## config.mk

```make
export PLATFORM = sky130hd
export DESIGN_NAME = projection_profile_segmenter
export DESIGN_NICKNAME = d
export VERILOG_FILES = /design/src/rtl/pps_pkg.sv /design/src/rtl/pps_cfg.sv /design/src/rtl/pps_front.sv /design/src/rtl/pps_back.sv /design/src/rtl/projection_profile_segmenter.sv
export SDC_FILE = /design/constraint.sdc
export NUM_CORES = 1
export LEC_CHECK = 0
export ABC_CLOCK_PERIOD_IN_PS = 6700
export BUFFER_PORTS_ARGS = -buffer_cell sky130_fd_sc_hd__buf_2
export CAP_MARGIN = 30
export CELL_PAD_IN_SITES_DETAIL_PLACEMENT = 1
export CELL_PAD_IN_SITES_GLOBAL_PLACEMENT = 2
export CORE_UTILIZATION = 23
export DETAILED_ROUTE_END_ITERATION = 16
export PLACE_DENSITY = 0.56
export SETUP_SLACK_MARGIN = 0.15
export SLEW_MARGIN = 10
export SYNTH_ARGS = -nofsm -noshare
export SYNTH_HDL_FRONTEND = slang
export SYNTH_SLANG_ARGS = --single-unit
export TNS_END_PERCENT = 10
```

## constraint.sdc

```tcl
create_clock -name clk_i -period 6.7 [get_ports clk_i]
set_input_delay 0.67 -clock clk_i [delete_from_list [all_inputs] [get_ports clk_i]]
set_output_delay 0.67 -clock clk_i [all_outputs]
set_load 0.005 [all_outputs]
```

## src/rtl/pps_pkg.sv

```systemverilog
`default_nettype none

package pps_pkg;

  // field widths
  localparam int unsigned RgbWidth    = 24;
  localparam int unsigned CountWidth  = 13;
  localparam int unsigned LineWidth   = 12;
  localparam int unsigned SmallWidth  = 8;
  localparam int unsigned AddrWidth   = 5;
  localparam int unsigned DataWidth   = 32;

  // queue between front and back
  localparam int unsigned QueueDepth  = 4;
  localparam int unsigned PtrWidth    = $clog2(QueueDepth);
  localparam int unsigned FillWidth   = $clog2(QueueDepth + 1);

  // register indexes
  localparam logic [2:0] RegOpenMinBlack    = 3'd0;
  localparam logic [2:0] RegBusyAbove       = 3'd1;
  localparam logic [2:0] RegQuietMaxBlack   = 3'd2;
  localparam logic [2:0] RegQuietLinesNeed  = 3'd3;
  localparam logic [2:0] RegStartPadding    = 3'd4;
  localparam logic [2:0] RegEndExtension    = 3'd5;
  localparam logic [2:0] RegSkipAfterClose  = 3'd6;

  // register reset values
  localparam logic [CountWidth-1:0] RstOpenMinBlack   = 13'd60;
  localparam logic [CountWidth-1:0] RstBusyAbove      = 13'd10;
  localparam logic [CountWidth-1:0] RstQuietMaxBlack  = 13'd10;
  localparam logic [SmallWidth-1:0] RstQuietLinesNeed = 8'd21;
  localparam logic [SmallWidth-1:0] RstStartPadding   = 8'd10;
  localparam logic [SmallWidth-1:0] RstEndExtension   = 8'd0;
  localparam logic [SmallWidth-1:0] RstSkipAfterClose = 8'd0;

  // saturation limits
  localparam logic [SmallWidth-1:0] QuietSat = 8'd255;
  localparam logic [LineWidth-1:0]  EndSat   = 12'd4095;

  typedef struct packed {
    logic [RgbWidth-1:0] pixel_rgb;
    logic                line_end;
    logic                last_line;
  } pps_in_t;

  typedef struct packed {
    logic [LineWidth-1:0] segment_start;
    logic [LineWidth-1:0] segment_end;
    logic [LineWidth-1:0] segment_number;
  } pps_out_t;

  // classified pixel word held in the queue
  typedef struct packed {
    logic black;
    logic line_end;
    logic last_line;
  } pps_item_t;

  typedef struct packed {
    logic [CountWidth-1:0] open_min_black;
    logic [CountWidth-1:0] busy_above;
    logic [CountWidth-1:0] quiet_max_black;
    logic [SmallWidth-1:0] quiet_lines_needed;
    logic [SmallWidth-1:0] start_padding;
    logic [SmallWidth-1:0] end_extension;
    logic [SmallWidth-1:0] skip_after_close;
  } pps_cfg_t;

endpackage

`default_nettype wire

```

## src/rtl/pps_cfg.sv

```systemverilog
`default_nettype none

module pps_cfg
  import pps_pkg::*;
(
  input  wire logic                 clk_i,
  input  wire logic                 rst_ni,
  input  wire logic                 psel,
  input  wire logic                 penable,
  input  wire logic                 pwrite,
  input  wire logic [AddrWidth-1:0] paddr,
  input  wire logic [DataWidth-1:0] pwdata,
  output logic      [DataWidth-1:0] prdata,
  output logic                      pready,
  output pps_cfg_t                  cfg_o
);

  pps_cfg_t   cfg_q;
  logic       wr_en;
  logic [2:0] reg_idx;

  assign pready  = 1'b1;
  assign wr_en   = psel && penable && pwrite;
  assign reg_idx = paddr[4:2];
  assign cfg_o   = cfg_q;

  // register writes
  always_ff @(posedge clk_i or negedge rst_ni) begin
    if (!rst_ni) begin
      cfg_q.open_min_black     <= RstOpenMinBlack;
      cfg_q.busy_above         <= RstBusyAbove;
      cfg_q.quiet_max_black    <= RstQuietMaxBlack;
      cfg_q.quiet_lines_needed <= RstQuietLinesNeed;
      cfg_q.start_padding      <= RstStartPadding;
      cfg_q.end_extension      <= RstEndExtension;
      cfg_q.skip_after_close   <= RstSkipAfterClose;
    end else if (wr_en) begin
      case (reg_idx)
        RegOpenMinBlack:   cfg_q.open_min_black     <= pwdata[CountWidth-1:0];
        RegBusyAbove:      cfg_q.busy_above         <= pwdata[CountWidth-1:0];
        RegQuietMaxBlack:  cfg_q.quiet_max_black    <= pwdata[CountWidth-1:0];
        RegQuietLinesNeed: cfg_q.quiet_lines_needed <= pwdata[SmallWidth-1:0];
        RegStartPadding:   cfg_q.start_padding      <= pwdata[SmallWidth-1:0];
        RegEndExtension:   cfg_q.end_extension      <= pwdata[SmallWidth-1:0];
        RegSkipAfterClose: cfg_q.skip_after_close   <= pwdata[SmallWidth-1:0];
        default: ;
      endcase
    end
  end

  // read back
  always_comb begin
    case (reg_idx)
      RegOpenMinBlack:   prdata = DataWidth'(cfg_q.open_min_black);
      RegBusyAbove:      prdata = DataWidth'(cfg_q.busy_above);
      RegQuietMaxBlack:  prdata = DataWidth'(cfg_q.quiet_max_black);
      RegQuietLinesNeed: prdata = DataWidth'(cfg_q.quiet_lines_needed);
      RegStartPadding:   prdata = DataWidth'(cfg_q.start_padding);
      RegEndExtension:   prdata = DataWidth'(cfg_q.end_extension);
      RegSkipAfterClose: prdata = DataWidth'(cfg_q.skip_after_close);
      default:           prdata = '0;
    endcase
  end

endmodule

`default_nettype wire

```

## src/rtl/pps_front.sv

```systemverilog
`default_nettype none

module pps_front
  import pps_pkg::*;
(
  input  wire logic      clk_i,
  input  wire logic      rst_ni,
  input  wire logic      in_valid_i,
  output logic           in_stall_o,
  input  wire pps_in_t   in_word_i,
  output logic           item_valid_o,
  input  wire logic      item_ready_i,
  output pps_item_t      item_o
);

  pps_item_t            mem_q [QueueDepth];
  logic [PtrWidth-1:0]  wr_ptr_q;
  logic [PtrWidth-1:0]  rd_ptr_q;
  logic [FillWidth-1:0] fill_q;
  logic                 push;
  logic                 pop;
  pps_item_t            item_new;

  // classify the pixel
  assign item_new.black     = (in_word_i.pixel_rgb == '0);
  assign item_new.line_end  = in_word_i.line_end;
  assign item_new.last_line = in_word_i.last_line;

  assign in_stall_o   = (fill_q == FillWidth'(QueueDepth));
  assign push         = in_valid_i && !in_stall_o;
  assign item_valid_o = (fill_q != '0);
  assign pop          = item_valid_o && item_ready_i;
  assign item_o       = mem_q[rd_ptr_q];

  // queue storage
  always_ff @(posedge clk_i) begin
    if (push) begin
      mem_q[wr_ptr_q] <= item_new;
    end
  end

  // queue pointers and fill level
  always_ff @(posedge clk_i or negedge rst_ni) begin
    if (!rst_ni) begin
      wr_ptr_q <= '0;
      rd_ptr_q <= '0;
      fill_q   <= '0;
    end else begin
      if (push) begin
        wr_ptr_q <= wr_ptr_q + 1'b1;
      end
      if (pop) begin
        rd_ptr_q <= rd_ptr_q + 1'b1;
      end
      if (push && !pop) begin
        fill_q <= fill_q + 1'b1;
      end else if (pop && !push) begin
        fill_q <= fill_q - 1'b1;
      end
    end
  end

endmodule

`default_nettype wire

```

## src/rtl/pps_back.sv

```systemverilog
`default_nettype none

module pps_back
  import pps_pkg::*;
#(
  parameter logic [CountWidth-1:0] COUNT_CAP = 13'd4096,
  parameter logic [LineWidth-1:0]  LINE_CAP  = 12'd4095
) (
  input  wire logic      clk_i,
  input  wire logic      rst_ni,
  input  wire pps_cfg_t  cfg_i,
  input  wire logic      item_valid_i,
  output logic           item_ready_o,
  input  wire pps_item_t item_i,
  output logic           out_valid_o,
  input  wire logic      out_stall_i,
  output pps_out_t       out_word_o
);

  logic [CountWidth-1:0] black_q, black_d;
  logic [LineWidth-1:0]  line_q, line_d;
  logic                  open_q, open_d;
  logic [SmallWidth-1:0] quiet_q, quiet_d;
  logic [LineWidth-1:0]  oidx_q, oidx_d;
  logic [SmallWidth-1:0] skip_q, skip_d;
  logic [LineWidth-1:0]  done_q, done_d;
  logic                  out_valid_q;
  pps_out_t              out_word_q;

  logic                  take;
  logic                  inc;
  logic [CountWidth-1:0] cnt;
  logic                  open_mid;
  logic [LineWidth-1:0]  oidx_mid;
  logic [SmallWidth-1:0] quiet_mid;
  logic [LineWidth+1:0]  end_sum;
  logic                  produce;
  pps_out_t              res;

  assign item_ready_o = !out_valid_q || !out_stall_i;
  assign take         = item_valid_i && item_ready_o;
  assign out_valid_o  = out_valid_q;
  assign out_word_o   = out_word_q;

  // black count including this pixel
  assign inc = item_i.black && (skip_q == '0) && (black_q < COUNT_CAP);
  assign cnt = black_q + CountWidth'(inc);

  assign end_sum = (LineWidth+2)'(line_q) + (LineWidth+2)'(cfg_i.end_extension)
                 + (LineWidth+2)'(cfg_i.skip_after_close);

  // per pixel count and per line decisions
  always_comb begin
    black_d   = black_q;
    line_d    = line_q;
    open_d    = open_q;
    quiet_d   = quiet_q;
    oidx_d    = oidx_q;
    skip_d    = skip_q;
    done_d    = done_q;
    produce   = 1'b0;
    open_mid  = open_q;
    oidx_mid  = oidx_q;
    quiet_mid = quiet_q;
    res.segment_start  = oidx_q;
    res.segment_end    = (end_sum > (LineWidth+2)'(EndSat)) ? EndSat
                                                            : end_sum[LineWidth-1:0];
    res.segment_number = done_q;
    if (take) begin
      if (!item_i.line_end) begin
        black_d = cnt;
      end else begin
        if (skip_q != '0) begin
          skip_d = skip_q - 1'b1;
        end else begin
          // open test
          if ((cnt >= cfg_i.open_min_black) && !open_q) begin
            open_mid = 1'b1;
            oidx_mid = (line_q > LineWidth'(cfg_i.start_padding))
                     ? line_q - LineWidth'(cfg_i.start_padding) : '0;
          end
          // busy test
          if (cnt > cfg_i.busy_above) begin
            quiet_mid = '0;
          end
          open_d  = open_mid;
          oidx_d  = oidx_mid;
          quiet_d = quiet_mid;
          // quiet test
          if ((cnt <= cfg_i.quiet_max_black) && open_mid) begin
            if ((quiet_mid >= cfg_i.quiet_lines_needed) || item_i.last_line) begin
              produce = 1'b1;
              res.segment_start = oidx_mid;
              done_d  = done_q + 1'b1;
              open_d  = 1'b0;
              skip_d  = cfg_i.skip_after_close;
              quiet_d = SmallWidth'(1);
            end else if (quiet_mid != QuietSat) begin
              quiet_d = quiet_mid + 1'b1;
            end
          end
        end
        black_d = '0;
        // image end restarts the line state
        if (item_i.last_line) begin
          line_d  = '0;
          open_d  = 1'b0;
          quiet_d = '0;
          oidx_d  = '0;
          skip_d  = '0;
        end else if (line_q < LINE_CAP) begin
          line_d = line_q + 1'b1;
        end
      end
    end
  end

  // line state
  always_ff @(posedge clk_i or negedge rst_ni) begin
    if (!rst_ni) begin
      black_q <= '0;
      line_q  <= '0;
      open_q  <= 1'b0;
      quiet_q <= '0;
      oidx_q  <= '0;
      skip_q  <= '0;
      done_q  <= '0;
    end else begin
      black_q <= black_d;
      line_q  <= line_d;
      open_q  <= open_d;
      quiet_q <= quiet_d;
      oidx_q  <= oidx_d;
      skip_q  <= skip_d;
      done_q  <= done_d;
    end
  end

  // output register valid
  always_ff @(posedge clk_i or negedge rst_ni) begin
    if (!rst_ni) begin
      out_valid_q <= 1'b0;
    end else if (produce) begin
      out_valid_q <= 1'b1;
    end else if (!out_stall_i) begin
      out_valid_q <= 1'b0;
    end
  end

  // output register word
  always_ff @(posedge clk_i) begin
    if (produce) begin
      out_word_q <= res;
    end
  end

endmodule

`default_nettype wire

```

## src/rtl/projection_profile_segmenter.sv

```systemverilog
// path: a pixel word is written into the queue; when the back end takes a line
//   end word that closes a segment, its segment word loads the output register
// throughput: one pixel word per cycle, held off only when the four-entry
//   queue is full, which happens when the output word register stays stalled
// reset: asynchronous active low; clears line state, segment count, queue and
//   output valid, and loads the register reset values
`default_nettype none

module projection_profile_segmenter
  import pps_pkg::*;
#(
  parameter int unsigned MAX_LINES    = 4096,
  parameter int unsigned MAX_LINE_LEN = 4096
) (
  input  wire logic                 clk_i,
  input  wire logic                 rst_ni,
  input  wire logic                 psel,
  input  wire logic                 penable,
  input  wire logic                 pwrite,
  input  wire logic [AddrWidth-1:0] paddr,
  input  wire logic [DataWidth-1:0] pwdata,
  output logic      [DataWidth-1:0] prdata,
  output logic                      pready,
  input  wire logic                 in_valid_i,
  output logic                      in_stall_o,
  input  wire pps_in_t              in_word_i,
  output logic                      out_valid_o,
  input  wire logic                 out_stall_i,
  output pps_out_t                  out_word_o
);

  localparam int unsigned CountCapInt = (MAX_LINE_LEN < 8191) ? MAX_LINE_LEN : 8191;
  localparam int unsigned LineCapInt  = (MAX_LINES - 1 < 4095) ? MAX_LINES - 1 : 4095;
  localparam logic [CountWidth-1:0] CountCap = CountWidth'(CountCapInt);
  localparam logic [LineWidth-1:0]  LineCap  = LineWidth'(LineCapInt);

  pps_cfg_t  cfg;
  logic      item_valid;
  logic      item_ready;
  pps_item_t item;

  // configuration registers
  pps_cfg u_cfg (
    .clk_i   (clk_i),
    .rst_ni  (rst_ni),
    .psel    (psel),
    .penable (penable),
    .pwrite  (pwrite),
    .paddr   (paddr),
    .pwdata  (pwdata),
    .prdata  (prdata),
    .pready  (pready),
    .cfg_o   (cfg)
  );

  // pixel classification and queue
  pps_front u_front (
    .clk_i        (clk_i),
    .rst_ni       (rst_ni),
    .in_valid_i   (in_valid_i),
    .in_stall_o   (in_stall_o),
    .in_word_i    (in_word_i),
    .item_valid_o (item_valid),
    .item_ready_i (item_ready),
    .item_o       (item)
  );

  // line engine and output word register
  pps_back #(
    .COUNT_CAP (CountCap),
    .LINE_CAP  (LineCap)
  ) u_back (
    .clk_i        (clk_i),
    .rst_ni       (rst_ni),
    .cfg_i        (cfg),
    .item_valid_i (item_valid),
    .item_ready_o (item_ready),
    .item_i       (item),
    .out_valid_o  (out_valid_o),
    .out_stall_i  (out_stall_i),
    .out_word_o   (out_word_o)
  );

endmodule

`default_nettype wire

```

==> summary.txt, run 1 <==
Final layout
  – Final Util: 0.278
  – Filler Cell Count: 5,688
  – Multi-input logic area: 5970 um2
  – Area growth syn-to-layout: 18.4%
  – Register Area: 5090 um2
  – Layout cells sized above 1: 0.220
  – Nets@finish: 1,455

Clock network
  – Root Buffer: clkbuf_16
  – Num CTS Buffers: 17
  – Bufs on Longest Clock Path: 2
  – # clock sinks: 193
  – Clk_lat worst skew: 0.49 ns
  – H-tree Lvls: 4
  – TritonCTS clock tree: built
  – CTS clock-pin slew for the worst setup and hold paths: 0.08 ns

STA
  – Max-slew violations: 0
  – Period minus WS final: 6.14 ns
  – Slew @ Worst Pin: 0.895 ns
  – Final period utilization: 0.916
  – Fmax achieved: 163 MHz
  – Relative slew slack: 0.403
  – Fin Hold WS: 0.121 ns
  – Final setup viols: 0
  – RSZ-0062 raised after global routing: no
  – Worst-case clock skew: 0.0125 ns
  – Hold Fails Final Rpt: 0

Synthesis
  – Yosys warnings: 0
  – Sequential area share after synthesis: 0.439
  – Mapped Area: 11,600 um2
  – Ys async rst share: 0.751
  – Syn_area_per_cell: 9.92 um2
  – Yosys reg bits: 193
  – Synth Instances: 1,169
  – Synth cell types: 76
  – Synth Flop Type: dfrtp_1
  – Post-synth EDFFs: 48

GRT
  – Number of global-route vias before repair: 9,284
  – GR Util All Layers: 0.144
  – First-pass GRT wire length: 55,100 um
  – Pin count of the biggest net entering global routing: 51
  – Initial antenna violation count: 1
  – Grt total ovfl: 0

Min path
  – Hold Path Class: input pin to asynchronous set/reset pin

Die
  – Die Y: 227 um
  – Core area: 49,400 um2
  – Num rows: 81
  – Die Wd: 227 um
  – I/O Pins: 141
  – Initial core utilization: 0.235
  – Die area: 51,300 um2

Route
  – Drt via density: 4.49
  – Final antenna-violating net count: 0
  – Routed len/inst: 17.5 um
  – DRT iter0 DRCs: 475
  – DRT Wirelength: 34,600 um
  – TritonRoute pass-1 iters: 4
  – DR vias: 8,878
  – DRC errors left: 0

Run
  – Number of max-cap violations: 0

Critical path
  – CP max FO: 9
  – Worst-case reg-to-reg path depth: 31
  – Crit path DAT: 6.55 ns
  – Required time of the critical path: 7.11 ns
  – Critical Path Start Type: flop
  – Critical R2R Launch: u_back.skip_q[6]
  – CP dominant cell by count: ha_1
  – CP max stage cell: or4_1
  – CP Capture Type: flop
  – Crit Path Class: flop to flop
  – Largest stage delay, worst path: 0.41 ns
  – Reg2Reg Setup Slack: 0.56 ns
  – CP top delay family: simple AND/OR/NAND/NOR gates
  – Critical Path Stages: 31
  – Worst reg2reg path endpoint: u_back.quiet_q[3]
  – Buf/Inv on CP: 4

Power
  – P_leak: 6.22 nW
  – Worst vdd ir: 157 uV
  – NetSw: 1.57 mW
  – Int Power: 2.46 mW
  – Clock power share: 0.267
  – Flop pwr share: 0.386
  – Pwr dens: 293 nW/um2
  – Comb pwr share: 0.346
  – Switch share: 0.389

Placement
  – Port Buffers: 99
  – RD Place Congestion: 0.762
  – Post-DP HPWL: 26,600 um

Run status
  – Status: finished clean
sequential cells by signal, indices dropped and copies added (netlist names):
register            flops
u_cfg.cfg_o            71
u_back.black_q         13
u_back.out_valid_o      1
u_front.rd_ptr_q        2
u_back.open_q           1
u_back.quiet_q          8
u_back.out_word_o      36
u_front.mem_q          12
u_back.skip_q           8
u_back.line_q          12
u_back.done_q          12
u_front.fill_q          3
u_back.oidx_q          12
u_front.wr_ptr_q        2
repair_timing:
action	CTS	global route
setup buffers	2	2
endpoints found under the setup margin	12	78
pin swaps	1	3
gates resized for setup	2	10
hold endpoints to repair	0	0
hold buffers	0	0
placed cells by master (no fill, tap or decap), drive strengths merged, types with 31 or more instances in the layout:
| cell type | n |
|---|---|
| ha | 83 |
| a21oi | 56 |
| inv | 94 |
| dfrtp | 132 |
| o21ai | 92 |
| edfxtp | 48 |
| buf | 151 |
| nand2 | 127 |
| mux2 | 57 |
| nor2 | 88 |
| xor2 | 31 |
stage by stage:
step | total power [mW] | area (um2) | setup slack (ns) | std cells | setup TNS (ns)
after floorplan | 2.50 | 11700 | 0.489 | 1187 | 0
after global placement | 2.97 | 13000 | -0.0200 | 1937 | -0.171
after detailed placement | 2.99 | 13000 | -0.0700 | 1938 | -0.600
after CTS | 4.10 | 13700 | 0.151 | 1972 | 0
after global routing | 4.34 | 13700 | 0.179 | 1975 | 0
final | 4.03 | 13700 | 0.561 | 1976 | 0
synthesized netlist by cell type (3+ instances only):
master | instances | share of area
a211oi_1 | 9 | 0.0058
a21o_1 | 8 | 0.0052
a21oi_1 | 52 | 0.022
a22o_1 | 8 | 0.0060
a22oi_1 | 6 | 0.0039
a31oi_1 | 12 | 0.0065
and2_1 | 6 | 0.0032
and3_1 | 9 | 0.0049
and4_1 | 3 | 0.0023
buf_1 | 6 | 0.0019
buf_2 | 6 | 0.0026
buf_4 | 22 | 0.014
buf_6 | 3 | 0.0029
clkbuf_1 | 22 | 0.0071
dfrtp_1 | 132 | 0.28
dfstp_2 | 13 | 0.029
edfxtp_1 | 48 | 0.12
fa_1 | 4 | 0.0069
ha_1 | 83 | 0.090
inv_1 | 84 | 0.027
mux2_2 | 57 | 0.055
mux2i_1 | 18 | 0.016
mux4_2 | 5 | 0.0097
nand2_1 | 125 | 0.040
nand2b_1 | 14 | 0.0076
nand3_1 | 26 | 0.011
nand3b_1 | 3 | 0.0019
nand4_1 | 15 | 0.0081
nor2_1 | 88 | 0.028
nor2b_1 | 17 | 0.0092
nor3_1 | 14 | 0.0060
nor3b_1 | 3 | 0.0019
nor4_1 | 11 | 0.0059
o21a_1 | 8 | 0.0052
o21ai_0 | 85 | 0.037
o21ai_1 | 6 | 0.0026
o221ai_1 | 5 | 0.0038
o22ai_1 | 7 | 0.0038
o31ai_1 | 12 | 0.0078
or2_2 | 3 | 0.0016
or3_1 | 6 | 0.0032
xnor2_1 | 27 | 0.020
xor2_1 | 31 | 0.023
area by class of cell:
cell class / count / share of cell area
clock inverter: 15 / 0.0125
antenna: 1 / 0.000182
clock buffer: 17 / 0.0310
multi-input combinational: 849 / 0.435
inverter: 86 / 0.0235
sequential: 193 / 0.370
tap: 664 / 0.0605
timing repair buffer: 151 / 0.0676
how the worst max path moves through the flow:
| stage | startpoint | end | slack [ns] |
|---|---|---|---|
| after floorplan | u_back.skip_q[0] | u_back.done_q[3] | 0.49 |
| after global placement | u_back.skip_q[4] | u_back.out_word_o[30] | -0.02 |
| after detailed placement | u_back.skip_q[4] | u_back.out_word_o[26] | -0.07 |
| after CTS | u_back.skip_q[4] | u_back.done_q[3] | 0.15 |
| after global routing | u_back.skip_q[6] | u_back.quiet_q[3] | 0.18 |
| final | u_back.skip_q[6] | u_back.quiet_q[3] | 0.56 |
metal layers:
metal  up-vias  part of all wire  track usage
li1       4349                 -            -
met1      4402              0.49        0.193
met2       101              0.47        0.231
met3        26             0.029       0.0292
met4         0             0.012       0.0425
met5         -                 0            0
logic make-up (layout without fill, tap and decap cells):
family          Yosys count  count (layout)  share of synthesized area
buf+inv                 145             269                     0.0566
xor+xnor                 58              58                     0.0438
simple gates            356             356                      0.146
flops                   193             193                      0.439
other cells               2              21                   0.000647
fa+ha+maj                87              87                     0.0964
compound gates          248             248                      0.137
mux                      80              80                     0.0806
power groups by stage:
stage          registers [mW]  logic (mW)  clock network (mW)
5_1_grt                  1.58        1.59                1.16
4_1_cts                  1.56        1.41                1.13
6_report                 1.56        1.40                1.08
3_5_place_dp             1.59        1.41                   0
3_3_place_gp             1.58        1.39                   0
2_1_floorplan            1.51       0.985                   0
Note: power is estimated with default switching activity, not from simulation.
==> run 2: changes to the inputs <==
- BUFFER_PORTS_ARGS: -buffer_cell sky130_fd_sc_hd__buf_2 -> default
- CELL_PAD_IN_SITES_DETAIL_PLACEMENT: 1 -> 0
- CORE_MARGIN: default -> 4
- DONT_BUFFER_PORTS: default -> 1
- PLACE_DENSITY: 0.56 -> 0.52
==> run 2 against run 1 <==
Count of clock-buffer cells in the layout increased by 2. Wire length down 1.4%. Core utilization shrank 1.6 points. Clock power decreased by 5%. Clock skew barely moved. Non-clock buffer count fell by 117. First-iteration DRC count fell by 4.0%. Global-route usage decreased by 1.2 points. Design area shrank 4.6%. Critical path type unchanged. Critical endpoint unchanged. Largest power group unchanged.
==> summary.txt, run 2 (synthesis results as in run 1) <==
Final layout
  – Multi-input logic area: 5970 um2 (about the same)
  – Ant diodes: 0 (-1)
  – Leading cell type in the layout, fill and taps excluded: dfrtp_1
  – Filler Cell Count: 5,357 (-5.8%)
  – Commonest cells after routing, fill and taps aside: dfrtp_1, nand2_1, nor2_1
  – Max reg flops: 71 (unchanged)
  – Area growth syn-to-layout: 12.9%
  – Register Area: 5090 um2 (unchanged)
  – Nets@finish: 1,338 (-8.0%)
  – Layout cells sized above 1: 0.140 (-0.0798)

GRT
  – GR Util All Layers: 0.132 (-0.0116)
  – Pin count of the biggest net entering global routing: 133 (+160%)
  – Grt total ovfl: 0 (unchanged)
  – Number of global-route vias before repair: 8,461 (-8.9%)
  – Initial antenna violation count: 0 (-1)
  – First-pass GRT wire length: 53,300 um (-3.4%)

Run
  – Number of max-cap violations: 0 (unchanged)

Die
  – Initial core utilization: 0.232 (-0.00287)
  – Core area: 50,000 um2 (+1.2%)
  – Die Wd: 233 um (+2.6%)
  – Num rows: 82 (+1.2%)
  – I/O Pins: 141 (unchanged)
  – Die area: 54,100 um2 (+5.4%)
  – Die Y: 233 um (+2.6%)

Clock network
  – H-tree Lvls: 4 (unchanged)
  – Num CTS Buffers: 17 (unchanged)
  – CTS clock-pin slew for the worst setup and hold paths: 0.08 ns (about the same)
  – # clock sinks: 193 (unchanged)
  – Clk_lat worst skew: 0.48 ns (about the same)
  – Root Buffer: clkbuf_16
  – TritonCTS clock tree: built
  – Bufs on Longest Clock Path: 2 (unchanged)

Power
  – Total power: 3.89 mW (-3.4%)
  – P_leak: 5.72 nW (-8.2%)
  – Worst vdd ir: 154 uV (-1.6%)
  – Pwr dens: 297 nW/um2 (+1.3%)

Min path
  – Hold Path Class: input pin to asynchronous set/reset pin

Critical path
  – CP max FO: 9 (unchanged)
  – CP dominant cell by count: ha_1
  – Critical Path Start Type: flop
  – Crit Path Class: flop to flop
  – Crit path DAT: 6.39 ns (-0.16 ns)
  – Largest stage delay, worst path: 0.41 ns (about the same)
  – Reg2Reg Setup Slack: 0.71 ns (+0.15 ns)
  – Required time of the critical path: 7.10 ns (about the same)
  – CP Capture Type: flop
  – CP max stage cell: dfrtp_1

Route
  – TritonRoute pass-1 iters: 4 (unchanged)
  – DR vias: 8,351 (-5.9%)
  – Drt via density: 4.48 (-0.39%)
  – Final antenna-violating net count: 0 (unchanged)
  – DRT Wirelength: 34,100 um (-1.4%)
  – DRT iter0 DRCs: 456 (-4.0%)
  – DRC errors left: 0 (unchanged)
  – Routed len/inst: 18.3 um (+4.4%)

STA
  – Final period utilization: 0.894 (-0.0224)
  – RSZ-0062 raised after global routing: no
  – Relative slew slack: 0.377 (-0.0260)
  – Slew @ Worst Pin: 0.931 ns (+0.0355 ns)
  – Final setup viols: 0 (unchanged)
  – Max-slew violations: 0 (unchanged)
  – Period minus WS final: 5.99 ns (-0.150 ns)
  – Worst-case clock skew: 0.0124 ns (-0.0000841 ns)
  – Setup TNS: 0 ns (unchanged)
  – Fin Hold WS: 0.115 ns (-0.00593 ns)
  – Fmax achieved: 167 MHz (+2.5%)
  – Hold Fails Final Rpt: 0 (unchanged)

Placement
  – Post-DP HPWL: 25,100 um (-5.6%)
  – Port Buffers: 0 (-100%)
  – RD Place Congestion: 0.728 (-4.4%)

Run status
  – Status: finished clean
## run 2: path summary, 6_finish.rpt
check                                   from                   to  depth (start not counted)
hold / removal                        rst_ni     u_back.line_q[5]                          1
setup / recovery            u_back.skip_q[1]    u_back.quiet_q[3]                         30
setup reg to reg            u_back.skip_q[1]    u_back.quiet_q[3]                         30
min in group clk_i              in_word_i[1]  u_front.mem_q[2][1]                          0
hold reg to reg            u_back.done_q[11]    u_back.done_q[11]                          1
max in group asynchronous             rst_ni      u_cfg.cfg_o[26]                          2
## run 2: per-stage QoR
| stage | setup WS, ns | cells | area (um2) | util |
|---|---|---|---|---|
| 2_1_floorplan | 0.489 | 1187 | 11700 | - |
| 3_3_place_gp | 0.0192 | 1826 | 12400 | 0.248 |
| 3_5_place_dp | 0.00329 | 1827 | 12400 | 0.248 |
| 4_1_cts | 0.0572 | 1861 | 13000 | 0.260 |
| 5_1_grt | 0.169 | 1866 | 13100 | 0.262 |
| 6_report | 0.712 | 1866 | 13100 | 0.262 |
## run 2: repair_timing
| item | CTS | global route |
|---|---|---|
| hold buffers | 2 | 0 |
| buffers inserted | 0 | 3 |
| gates resized for setup | 1 | 12 |
| endpoints found under the setup margin | 39 | 78 |
| pin swaps | 0 | 4 |
| endpoints found under the hold margin | 132 | 0 |
## run 2: area by class of cell
type                       count  area share
clock buffer                  19      0.0347
inverter                      86      0.0248
multi-input combinational    849       0.455
tap                          672      0.0642
clock inverter                13     0.00840
timing repair buffer          34      0.0243
sequential                   193       0.388
## run 2: where the power goes
group          switching (mW)  internal, mW
Combinational           0.814         0.496
Sequential              0.155          1.40
Clock                   0.499         0.532
Total                    1.47          2.42
## run 2: critical path: cells and delay by family, from the launching register on
kind / cells / cell delay (ns)
buf+inv: 3 / 0.34
compound gates: 9 / 1.50
flops: 1 / 0.41
fa+ha+maj: 5 / 1.12
simple gates: 12 / 2.39
xor+xnor: 1 / 0.14
## run 2: metal layers
layer  track usage  part of all wire
met1         0.174              0.47
met2         0.217              0.48
met3        0.0296             0.028
met4        0.0379             0.014
met5             0                 0
